<file path="src/sv/lbvs_pkg.sv">
package lbvs_pkg;

   typedef struct packed {
      logic               req_type;
      logic               attr_mode;
      logic signed [31:0] vec_x;
      logic signed [31:0] vec_y;
      logic signed [31:0] vec_z;
      logic [7:0]         bone_a;
      logic [7:0]         bone_b;
      logic [7:0]         bone_c;
      logic [7:0]         bone_d;
      logic [16:0]        weight_a;
      logic [16:0]        weight_b;
      logic [16:0]        weight_c;
   } req_item_type;

   typedef struct packed {
      logic signed [31:0] out_x;
      logic signed [31:0] out_y;
      logic signed [31:0] out_z;
      logic               saturated;
      logic               bad_slot;
   } rsp_item_type;

   localparam logic REQ_LOAD    = 1'b0;
   localparam logic REQ_SKIN    = 1'b1;
   localparam logic MODE_ROTATE = 1'b0;
   localparam logic MODE_FULL   = 1'b1;

   localparam int MAX_LANES   = 4;
   localparam int MAT_ROWS    = 4;
   localparam int WEIGHT_BITS = 19;
   localparam int WPROD_BITS  = 51;
   localparam int SQRT_STEPS  = 32;
   localparam int DIV_STEPS   = 17;

   typedef struct packed {
      logic                 mode;
      logic                 rigid;
      logic                 bad;
      logic [MAX_LANES-1:0] lane_use;
   } ctl_type;

   typedef struct packed {
      logic [MAT_ROWS-1:0] row_en;
      logic [7:0]          slot;
      logic [95:0]         data;
   } pal_wr_type;

   typedef struct packed {
      logic               sat;
      logic signed [31:0] val;
   } clamp_type;

   function automatic logic signed [48:0] round_q16(input logic signed [63:0] p);
      logic signed [64:0] t;
      t = 65'(p) + 65'sd32768;
      return $signed(t[64:16]);
   endfunction

   function automatic clamp_type sat32(input logic signed [52:0] v);
      clamp_type c;
      c.sat = 1'b0;
      c.val = v[31:0];
      if (v > 53'sd2147483647) begin
         c.sat = 1'b1;
         c.val = 32'sh7FFFFFFF;
      end else if (v < -53'sd2147483648) begin
         c.sat = 1'b1;
         c.val = 32'sh80000000;
      end
      return c;
   endfunction

endpackage

</file>
<file path="src/sv/lbvs_merge.sv">
module lbvs_merge import lbvs_pkg::*; #(
   parameter int LANES = 4
) (
   input  logic                         clock,
   input  logic                         reset,
   input  logic                         en,
   input  logic                         valid_in,
   input  ctl_type                      ctl_in,
   input  logic signed [WPROD_BITS-1:0] wprod [LANES][3],
   input  logic signed [31:0]           t0 [3],
   input  logic [LANES-1:0]             lane_sat,
   output logic                         valid_out,
   output ctl_type                      ctl_out,
   output logic signed [31:0]           r_out [3],
   output logic                         sat_out
);
   logic signed [52:0] acc_in [3];
   logic signed [53:0] rnd_in [3];
   clamp_type          cl_in [3];
   logic               sat_in;

   always_comb begin
      sat_in = 1'b0;
      for (int i = 0; i < LANES; i++) begin
         sat_in = sat_in | (lane_sat[i] & ctl_in.lane_use[i]);
      end
      for (int j = 0; j < 3; j++) begin
         acc_in[j] = '0;
         for (int i = 0; i < LANES; i++) begin
            acc_in[j] = acc_in[j] + 53'(wprod[i][j]);
         end
         rnd_in[j] = 54'(acc_in[j]) + 54'sd32768;
         cl_in[j]  = sat32(53'($signed(rnd_in[j][53:16])));
         if (!ctl_in.rigid) begin
            sat_in = sat_in | cl_in[j].sat;
         end
      end
   end

   always_ff @(posedge clock) begin
      if (reset) begin
         valid_out <= 1'b0;
      end else if (en) begin
         valid_out <= valid_in;
      end
   end

   always_ff @(posedge clock) begin
      if (en) begin
         ctl_out <= ctl_in;
         sat_out <= sat_in;
         for (int j = 0; j < 3; j++) begin
            r_out[j] <= ctl_in.rigid ? t0[j] : cl_in[j].val;
         end
      end
   end

endmodule

</file>
<file path="config.mk">
export PLATFORM = sky130hd
export DESIGN_NAME = lbvs_merge
export DESIGN_NICKNAME = d
export VERILOG_FILES = /design/src/sv/lbvs_pkg.sv /design/src/sv/lbvs_merge.sv
export SDC_FILE = /design/constraint.sdc
export NUM_CORES = 1
export LEC_CHECK = 0
export BUFFER_PORTS_ARGS = -buffer_cell sky130_fd_sc_hd__buf_2
export CELL_PAD_IN_SITES_DETAIL_PLACEMENT = 0
export CELL_PAD_IN_SITES_GLOBAL_PLACEMENT = 1
export CORE_AREA = 2 2 326 328
export DETAILED_ROUTE_END_ITERATION = 7
export DIE_AREA = 0 0 328 330
export GPL_TIMING_DRIVEN = 0
export PLACE_DENSITY_LB_ADDON = 0.1
export SETUP_SLACK_MARGIN = 0.2
export SLEW_MARGIN = 10
export SYNTH_ARGS = -nofsm -noshare
export SYNTH_HDL_FRONTEND = slang
export SYNTH_SLANG_ARGS = --single-unit
</file>
<file path="constraint.sdc">
create_clock -name clock -period 8.2 [get_ports clock]
set_input_delay 2.46 -clock clock [delete_from_list [all_inputs] [get_ports clock]]
set_output_delay 2.46 -clock clock [all_outputs]
set_load 0.01 [all_outputs]
</file>
======== Word level (Yosys, flattened, before mapping) ========
Index checks and enable logic that the tools add are counted.
word-level totals
  flip-flop bits (word level) ............. 105
  input port bits ......................... 723
  output and inout port bits .............. 105
  logic and storage cells ................. 49
operators by class
  $add $sub $neg .......................... 12
  $lt $le $gt $ge ......................... 6
  mux-type cells .......................... 12
  bitwise operators ....................... 10
operators with widths
  cell                      count
  $mux W33                  6
  $add A53 B17 Y54 const B  3
  $add A52 B51 Y53          3
  $add A53 B51 Y53          3
  $add A51 B51 Y52          3
  $gt A38 B32 Y1 const B    3
  $lt A38 B32 Y1 const B    3
  $mux W32                  3
  $or A1 B1 Y1              6
  $and A1 B1 Y1             4
  $mux W1                   3

======== Logic depth before layout (Yosys ltp) ========
Gate-level depths: netlist (run 1).
  depth in word-level cells ............... 13
  mapped depth ............................ 21
  mapped depth without buffers ............ 18

======== Worst setup path before layout (run 1) ========
No wires, ideal clock.
  path kind ............................... input -> register
  start point ............................. input wprod[55] in the netlist's numbering
  end point ............................... register r_out[62] in the netlist's numbering, data pin
  library setup time ...................... 0.261 ns
  arrival time ............................ 6.583 ns
  data required time ...................... 7.939 ns
  path slack .............................. 1.356 ns
  stages .................................. 19
  path buffers ............................ 1
  cell sequence ........................... inv_1 > fa_1 > inv_1 > fa_1 > ha_1 > ha_1 > nand4b_1 > o221ai_1 > a22oi_1 > o21a_1 > a211oi_2 > nor4b_1 > a2111oi_0 > or4_1 > nor3_1 > nor2_2 > nor2_2 > buf_2 > o22ai_1
on the way
  longest elaborated chain between the ends .. 6
  elaborated cells on any way between the ends .. 7
  classes of those cells .................. add/sub (2); order compare (2); mux (3)
ends and longest elaborated chain
  what                           line              text
  start, declared                lbvs_merge.sv:9   input logic signed [WPROD_BITS-1:0] wprod [LANES][3],
  $add A53 B51 Y53 (*)           lbvs_merge.sv:30  acc_in[j] = acc_in[j] + 53'(wprod[i][j]);
  $add A53 B17 Y54 (*)           lbvs_merge.sv:32  rnd_in[j] = 54'(acc_in[j]) + 54'sd32768;
  $lt A38 B32 Y1                 lbvs_pkg.sv:69    end else if (v < -53'sd2147483648) begin
  $mux W33                       lbvs_pkg.sv:69
  $mux W33 (*)                   lbvs_pkg.sv:66    if (v > 53'sd2147483647) begin
  $mux W32 (*)                   lbvs_merge.sv:53  r_out[j] <= ctl_in.rigid ? t0[j] : cl_in[j].val;
  end signal, assigned by index  lbvs_merge.sv:53
  end, declared                  lbvs_merge.sv:14  output logic signed [31:0] r_out [3],
Mark *: on every way between the ends. The rest lies on a longest branch, timed or not.
A chain may end at the register's enable or synchronous reset.

======== Worst setup path after layout (run 1) ========
  start point ............................. input wprod[273] in the netlist's numbering
  end point ............................... register r_out[75] in the netlist's numbering, data pin
on the way
  longest elaborated chain between the ends .. 7
  elaborated cells on any way between the ends .. 8
  classes of those cells .................. add/sub (3); order compare (2); mux (3)
ends and longest elaborated chain
  what                  line
  $add A52 B51 Y53 (*)  lbvs_merge.sv:30
  $add A53 B51 Y53 (*)  lbvs_merge.sv:30
  $add A53 B17 Y54 (*)  lbvs_merge.sv:32
  $lt A38 B32 Y1        lbvs_pkg.sv:69
  $mux W33              lbvs_pkg.sv:69
  $mux W33 (*)          lbvs_pkg.sv:66
  $mux W32 (*)          lbvs_merge.sv:53
Marks and branches as above.

==> results.json, run 1 <==
{
  "status": "finished, final reports clean",
  "floorplan.rows": 119,
  "hold-path-cell-count": 2,
  "cts_tree": "yes",
  "synthDistinctLibCells": 81,
  "maxSlewViolCount": 0,
  "tightest_slew_ns": 0.852,
  "all_layer_global_routing_usage": 0.179,
  "criticalPathCategory": "in -> reg",
  "netlist_area_um2": 21900,
  "finalClockSkew_ns": 0,
  "final_layout_size_suffix_gt1_frac": 0.281,
  "die-area_um2": 108000,
  "timing.final.setup_violations": 0,
  "detail-route-antenna-nets": 0,
  "finalCriticalPeriod_ns": 7.70,
  "drc_errors": 0,
  "io_pins": 828,
  "finalWirelength_mm": 97.7,
  "timing.hold.ws_ns": 0.537,
  "worstSetupStartpointType": "input port",
  "wl_met2_mm": 49.5,
  "grt_first_pass_wirelength_mm": 144,
  "fp.coreArea_um2": 105000,
  "required_ns": 8.38,
  "irDropWorstVdd_uv": 113,
  "routabilityCongestion": 0.927,
  "synth_seq_area_share": 0.144,
  "critical_path_arrival_ns": 7.88,
  "grt_start_max_net_pins": 64,
  "critical_path.reg2reg.endpoint": "valid_out$_SDFFE_PP0P_",
  "post_dp_cell_area_um2": 27800,
  "yosys_warnings": 0,
  "fp.dieW_um": 328,
  "clock.fmax_mhz": 130,
  "cts-hold-fix-buffers": 0,
  "min_path_type": "reg -> reg",
  "routed_length_per_instance_um": 21.1,
  "timing.hold.worst.start": "valid_out$_SDFFE_PP0P_",
  "initial_utilization": 0.209,
  "met1_length_mm": 40.4,
  "htreeDepth": 3,
  "grt_pass1_vias": 23200,
  "wl_met3_mm": 5.90,
  "drt_pre_antenna_iters": 5,
  "worstHoldEndpoint": "valid_out$_SDFFE_PP0P_",
  "leakage_nw": 13.8,
  "worst_r2r_path_depth": 2,
  "antenna_found_initial": 27,
  "synth_ff_type": "sky130_fd_sc_hd__edfxtp_1",
  "cts_made_buffers": 9,
  "endpoint_kind": "register",
  "detailroute.via_count": 20800,
  "synth_edf_count": 104,
  "power_density_nw_per_um2": 271,
  "hpwl_mm": 88.6,
  "dieHeight_um": 330,
  "post_cts_buffers": 0,
  "number_of_drc_markers_after_the_initial_detailed_route_iteration": 791,
  "slew_headroom": 0.432,
  "hold_viol_final": 0,
  "netlist_instances": 2381,
  "drv_cap": 0,
  "cts.sink_count": 105,
  "area_growth_pct": 28.9,
  "ys_async_sr_fraction": 0,
  "mappedNetlistNets": 3713,
  "layout.core_utilization": 0.269,
  "globalRouteOverflowTotal": 0,
  "clock-root-buffer": "sky130_fd_sc_hd__clkbuf_16",
  "regToRegStartpoint": "valid_out$_SDFFE_PP0P_",
  "setup.reg_to_reg.worst_slack_ns": 7.60,
  "portBuffers": 827,
  "clk_pin_slew_ns": 0.09,
  "cts-resized-gates": 2,
  "ys_seq_elements": 105,
  "post-route-period-util": 0.939,
  "via_per_inst": 4.50,
  "layout.cells.most_common": "sky130_fd_sc_hd__buf_2",
  "syn_avg_cell_area_um2": 9.19,
  "post_layout_inst_area_um2": 28200,
  "routed.top_layer": "met5",
  "worst_path_max_fanout": 10,
  "number_of_nets_in_the_layout": 4552,
  "highest_count_cells_in_the_layout_ignoring_fill_and_taps": "847 x sky130_fd_sc_hd__buf_2, 376 x sky130_fd_sc_hd__inv_1, 306 x sky130_fd_sc_hd__fa_1, 303 x sky130_fd_sc_hd__ha_1, 214 x sky130_fd_sc_hd__nand2_1",
  "clkLatencyLatePin_ns": 0.42,
  "rsz0062_at_grt": "no",
  "cts-root-to-sink-buffers": 2
}
[power by group]
group	switching, mW	total [mW]	internal [mW]
registers	0.0465	0.873	0.826
logic	3.94	6.24	2.30
clock network	0.300	0.520	0.220
total	4.29	7.63	3.34
[sequential cells by signal, summed over array words and instances (netlist names)]
signal / count
r_out: 96
ctl_out: 7
sat_out: 1
valid_out: 1
[through the flow]
| step | setup TNS [ns] | worst slack, ns | instances | power [mW] |
|---|---|---|---|---|
| after floorplan | 0 | 1.36 | 2381 | 4.86 |
| after global placement | -21.47 | -0.734 | 4599 | 7.18 |
| after detailed placement | -18.61 | -0.729 | 4600 | 7.14 |
| after CTS | 0 | 0.0261 | 4616 | 7.74 |
| after global routing | 0 | 0.203 | 4620 | 8.48 |
| final | 0 | 0.499 | 4625 | 7.63 |
[metal layers]
metal  vias to the layer above  track usage
li1                       9875            -
met1                     10100        0.217
met2                       688        0.324
met3                        91       0.0395
met4                        24       0.0329
met5                         -            0
[area by class of cell]
cell class | count | area [um2]
fillers | 11600 | 76500
multi-input cells | 1814 | 17000
repair buffers | 828 | 4170
flip-flops and latches | 105 | 3140
well taps | 1391 | 1740
inverters | 379 | 1420
plain buffers | 83 | 375
clock buffers | 9 | 225
clock inverters | 7 | 78.8
diodes | 9 | 22.5
[synth_stat cells, types with 16 or more instances]
library cell,count,area share
sky130_fd_sc_hd__edfxtp_1,104,0.14
sky130_fd_sc_hd__nand3_1,34,0.0078
sky130_fd_sc_hd__a31oi_1,43,0.012
sky130_fd_sc_hd__buf_2,21,0.0048
sky130_fd_sc_hd__nand4_1,45,0.013
sky130_fd_sc_hd__o21ai_1,29,0.0066
sky130_fd_sc_hd__ha_1,303,0.17
sky130_fd_sc_hd__clkbuf_1,55,0.0094
sky130_fd_sc_hd__o21a_1,16,0.0055
sky130_fd_sc_hd__a211oi_1,31,0.011
sky130_fd_sc_hd__nor3_1,28,0.0064
sky130_fd_sc_hd__nor2_1,111,0.019
sky130_fd_sc_hd__xor2_1,45,0.018
sky130_fd_sc_hd__o21ai_0,83,0.019
sky130_fd_sc_hd__inv_1,376,0.064
sky130_fd_sc_hd__a21oi_1,193,0.044
sky130_fd_sc_hd__fa_1,306,0.28
sky130_fd_sc_hd__xnor2_1,58,0.023
sky130_fd_sc_hd__nand2_1,215,0.037
sky130_fd_sc_hd__a2bb2oi_1,44,0.018
sky130_fd_sc_hd__a21o_1,39,0.013
[worst max-delay path by stage]
stage	start	end	slack [ns]	cells after the start
floorplan	wprod[55]	r_out[62]$_DFFE_PP_	1.36	19
global placement	wprod[63]	r_out[56]$_DFFE_PP_	-0.73	19
detailed placement	wprod[63]	r_out[56]$_DFFE_PP_	-0.73	19
CTS	wprod[63]	r_out[56]$_DFFE_PP_	0.03	19
global route	wprod[55]	r_out[57]$_DFFE_PP_	0.20	20
finish	wprod[273]	r_out[75]$_DFFE_PP_	0.50	21
[logic make-up (layout without fill, tap and decap cells)]
group	count (synthesis)	count (layout)	share of synthesized area
compound gates	584	584	0.169
xor+xnor	103	103	0.0412
fa+ha+maj	609	609	0.453
buf+inv	462	1306	0.0817
flops	105	105	0.144
mux	8	8	0.00383
other cells	0	9	0
simple gates	510	510	0.107
[worst max-delay path, stage by stage]
cell and delay, ns:
sky130_fd_sc_hd__buf_2 0.07, sky130_fd_sc_hd__inv_1 0.08, sky130_fd_sc_hd__fa_1 0.51, sky130_fd_sc_hd__inv_1 0.05, sky130_fd_sc_hd__fa_1 0.49, sky130_fd_sc_hd__ha_1 0.33
sky130_fd_sc_hd__ha_1 0.42, sky130_fd_sc_hd__nand2_1 0.18, sky130_fd_sc_hd__nor3_1 0.30, sky130_fd_sc_hd__o2111ai_1 0.23, sky130_fd_sc_hd__a2111o_1 0.53, sky130_fd_sc_hd__and3_1 0.26
sky130_fd_sc_hd__a31oi_1 0.33, sky130_fd_sc_hd__a211o_2 0.20, sky130_fd_sc_hd__nand2_1 0.06, sky130_fd_sc_hd__a2111oi_0 0.36, sky130_fd_sc_hd__or2_1 0.16, sky130_fd_sc_hd__buf_4 0.20
sky130_fd_sc_hd__buf_6 0.17, sky130_fd_sc_hd__nand2_1 0.09, sky130_fd_sc_hd__a31oi_1 0.39
No activity file was read; power rests on OpenSTA's default activity.
==> run 2, diff against run 1 <==
--- a/config.mk
+++ b/config.mk
@@ -8,9 +8,9 @@
 export BUFFER_PORTS_ARGS = -buffer_cell sky130_fd_sc_hd__buf_2
 export CELL_PAD_IN_SITES_DETAIL_PLACEMENT = 0
 export CELL_PAD_IN_SITES_GLOBAL_PLACEMENT = 1
-export CORE_AREA = 2 2 326 328
+export CORE_AREA = 2 2 325 327
 export DETAILED_ROUTE_END_ITERATION = 7
-export DIE_AREA = 0 0 328 330
+export DIE_AREA = 0 0 327 329
 export GPL_TIMING_DRIVEN = 0
 export PLACE_DENSITY_LB_ADDON = 0.1
 export SETUP_SLACK_MARGIN = 0.2
==> constraint.sdc (replaced) <==
create_clock -name clock -period 6.2 [get_ports clock]
set_input_delay 1.86 -clock clock [delete_from_list [all_inputs] [get_ports clock]]
set_output_delay 1.86 -clock clock [all_outputs]
set_load 0.01 [all_outputs]
==> run 2 against run 1 <==
  * Sequential share of layout area down 1.5 points
  * Worst setup slack worse by 0.77 ns
  * Final cell count up 2.1%
  * Global-route usage about the same
  * The run now ends with negative setup slack left
  * Wire length up 0.49%
  * Critical path type unchanged
  * Count of clock-buffer cells in the layout unchanged
  * Clock skew unchanged
  * Total power up 81%
  * Sequential power up 33%
  * Flip-flop and latch count unchanged
==> results.json, run 2 (same netlist as run 1, synthesis figures left out) <==
{
  "status": "finished, violations left",
  "violations": "negative setup slack",
  "routed_length_per_instance_um": 20.8,
  "timing.final.setup_violations": 66,
  "drc_errors": 0,
  "dp.cells": 4600,
  "finalWirelength_mm": 98.1,
  "finalClockSkew_ns": 0,
  "floorplan.rows": 119,
  "fp.dieW_um": 327,
  "routabilityCongestion": 0.896,
  "worstSetupStartpointType": "input port",
  "criticalPathCategory": "in -> reg",
  "globalRouteOverflowTotal": 0,
  "hpwl_mm": 86.4,
  "portBuffers": 827,
  "min_path_type": "reg -> reg",
  "post-route-period-util": 1.04,
  "clock.fmax_mhz": 155,
  "power.share.clock": 0.054,
  "largest_register_ff_count": 96,
  "irDropWorstVdd_uv": 222,
  "power_density_nw_per_um2": 423,
  "finalCriticalPeriod_ns": 6.47,
  "clock-root-buffer": "sky130_fd_sc_hd__clkbuf_16",
  "required_ns": 6.46,
  "total_switching_power_mw": 7.24,
  "slew_headroom": 0.167,
  "final_layout_size_suffix_gt1_frac": 0.419,
  "cts-hold-fix-buffers": 0,
  "drt_pre_antenna_iters": 5,
  "initial_utilization": 0.210,
  "largest_registers": "r_out (96), ctl_out (7)",
  "cts_made_buffers": 9,
  "worst_path_max_fanout": 8,
  "via_per_inst": 4.50,
  "cpPeakStageDelay_ns": 0.53,
  "power_report.internal_total_mw": 6.55,
  "grt_first_pass_wirelength_mm": 145,
  "layout.cells.most_common": "sky130_fd_sc_hd__buf_2",
  "tightest_slew_ns": 1.25,
  "number_of_nets_in_the_layout": 4657,
  "timing.final.ws_setup_ns": -0.272,
  "io_pins": 828,
  "crit_start": "wprod[124]",
  "regToRegStartpoint": "valid_out$_SDFFE_PP0P_",
  "cp_cell_sequence": "buf_2 -> inv_1 -> fa_1 -> inv_1 -> fa_1 -> ha_1 -> ha_1 -> clkbuf_8 -> a21oi_1 -> o21ai_1 -> a31oi_2 -> nand2_2 -> nor4bb_4 -> buf_4 -> nor3_1 -> nand3b_1 -> nand3b_1 -> a2111oi_2 -> or2_1 -> buf_12 -> buf_12 -> buf_16 -> nand2_4 -> a31oi_1",
  "timing.hold.worst.start": "valid_out$_SDFFE_PP0P_",
  "critical_path_arrival_ns": 6.73,
  "setup.reg_to_reg.worst_slack_ns": 5.60,
  "detail-route-antenna-nets": 0,
  "power_frac_seq": 0.084,
  "die-area_um2": 108000,
  "clkLatencyLatePin_ns": 0.42,
  "grt_pass1_vias": 23700,
  "maxSlewViolCount": 0,
  "number_of_drc_markers_after_the_initial_detailed_route_iteration": 827,
  "detailroute.via_count": 21300,
  "leakage_nw": 15.3,
  "hold_viol_final": 0,
  "max_flop_register": "r_out",
  "cts_tree": "yes",
  "rsz0062_at_grt": "yes",
  "highest_count_cells_in_the_layout_ignoring_fill_and_taps": "816 x sky130_fd_sc_hd__buf_2, 360 x sky130_fd_sc_hd__inv_1, 298 x sky130_fd_sc_hd__fa_1, 249 x sky130_fd_sc_hd__ha_1",
  "cts-root-to-sink-buffers": 2,
  "endpoint_kind": "register",
  "antenna_found_initial": 18,
  "all_layer_global_routing_usage": 0.179,
  "layout.core_utilization": 0.312,
  "power.share.switching": 0.525,
  "drv_cap": 0,
  "fp.coreArea_um2": 104000,
  "final_cells": 4723,
  "area_growth_pct": 48.9,
  "cts.sink_count": 105,
  "grt_start_max_net_pins": 61,
  "dieHeight_um": 329,
  "power.share.combinational": 0.862,
  "crit_path_top_delay_cell": "sky130_fd_sc_hd__fa_1",
  "clk_pin_slew_ns": 0.10,
  "htreeDepth": 3
}
## run 2: stage by stage
step	setup slack (ns)	TNS (ns)	area, um2	total power [mW]	hold WS [ns]
3_5_place_dp	-2.17	-126.97	28100	9.68	0.510
2_1_floorplan	0.0699	0	22200	6.66	0.528
6_report	-0.272	-8.26	32600	13.8	0.527
5_1_grt	-0.396	-20.95	32600	14.9	0.547
4_1_cts	-0.173	-7.18	31300	12.9	0.535
3_3_place_gp	-2.24	-131.11	28100	9.73	0.478
## run 2: what timing repair did
item / in CTS / in global routing
cloned: 8 / 3
setup endpoints to repair: 96 / 95
gates resized for setup: 437 / 208
pin swaps: 127 / 106
setup buffers: 72 / 22
## run 2: worst paths after layout
check	end	cells after the start
setup / recovery	r_out[84]$_DFFE_PP_	24
hold / removal	valid_out$_SDFFE_PP0P_	2
setup reg to reg	valid_out$_SDFFE_PP0P_	2
hold reg to reg	valid_out$_SDFFE_PP0P_	2
## run 2: routing by layer
| metal | track usage | wire length (um) | part of all wire |
|---|---|---|---|
| met4 | 0.0278 | 1260 | 0.013 |
| met1 | 0.229 | 42900 | 0.44 |
| met5 | 0 | 95 | 0.00097 |
| met3 | 0.0296 | 4720 | 0.048 |
| met2 | 0.319 | 49100 | 0.50 |
## run 2: final cells by class
| class | count | area (um2) |
|---|---|---|
| antenna | 3 | 7.51 |
| buffer | 83 | 748 |
| clock buffer | 9 | 225 |
| clock inverter | 6 | 101 |
| fill | 11200 | 71800 |
| inverter | 379 | 1450 |
| multi-input combinational | 1814 | 19800 |
| sequential | 105 | 3140 |
| tap | 1391 | 1740 |
| timing repair buffer | 933 | 5400 |
## run 2: power groups by stage
| stage | clock network (mW) | logic (mW) | registers [mW] |
|---|---|---|---|
| floorplan | 0 | 5.37 | 1.28 |
| global placement | 0 | 8.55 | 1.18 |
| detailed placement | 0 | 8.50 | 1.18 |
| CTS | 0.769 | 11.0 | 1.17 |
| global route | 0.785 | 12.9 | 1.18 |
| finish | 0.745 | 11.9 | 1.16 |
## run 2: worst max-delay path, delay by kind of cell
family                     cells  cell delay (ns)
AOI/OAI and AO/OA              5             1.05
adders and majority gates      4             1.59
buffers and inverters          8             0.95
and+or+nand+nor                7             1.24
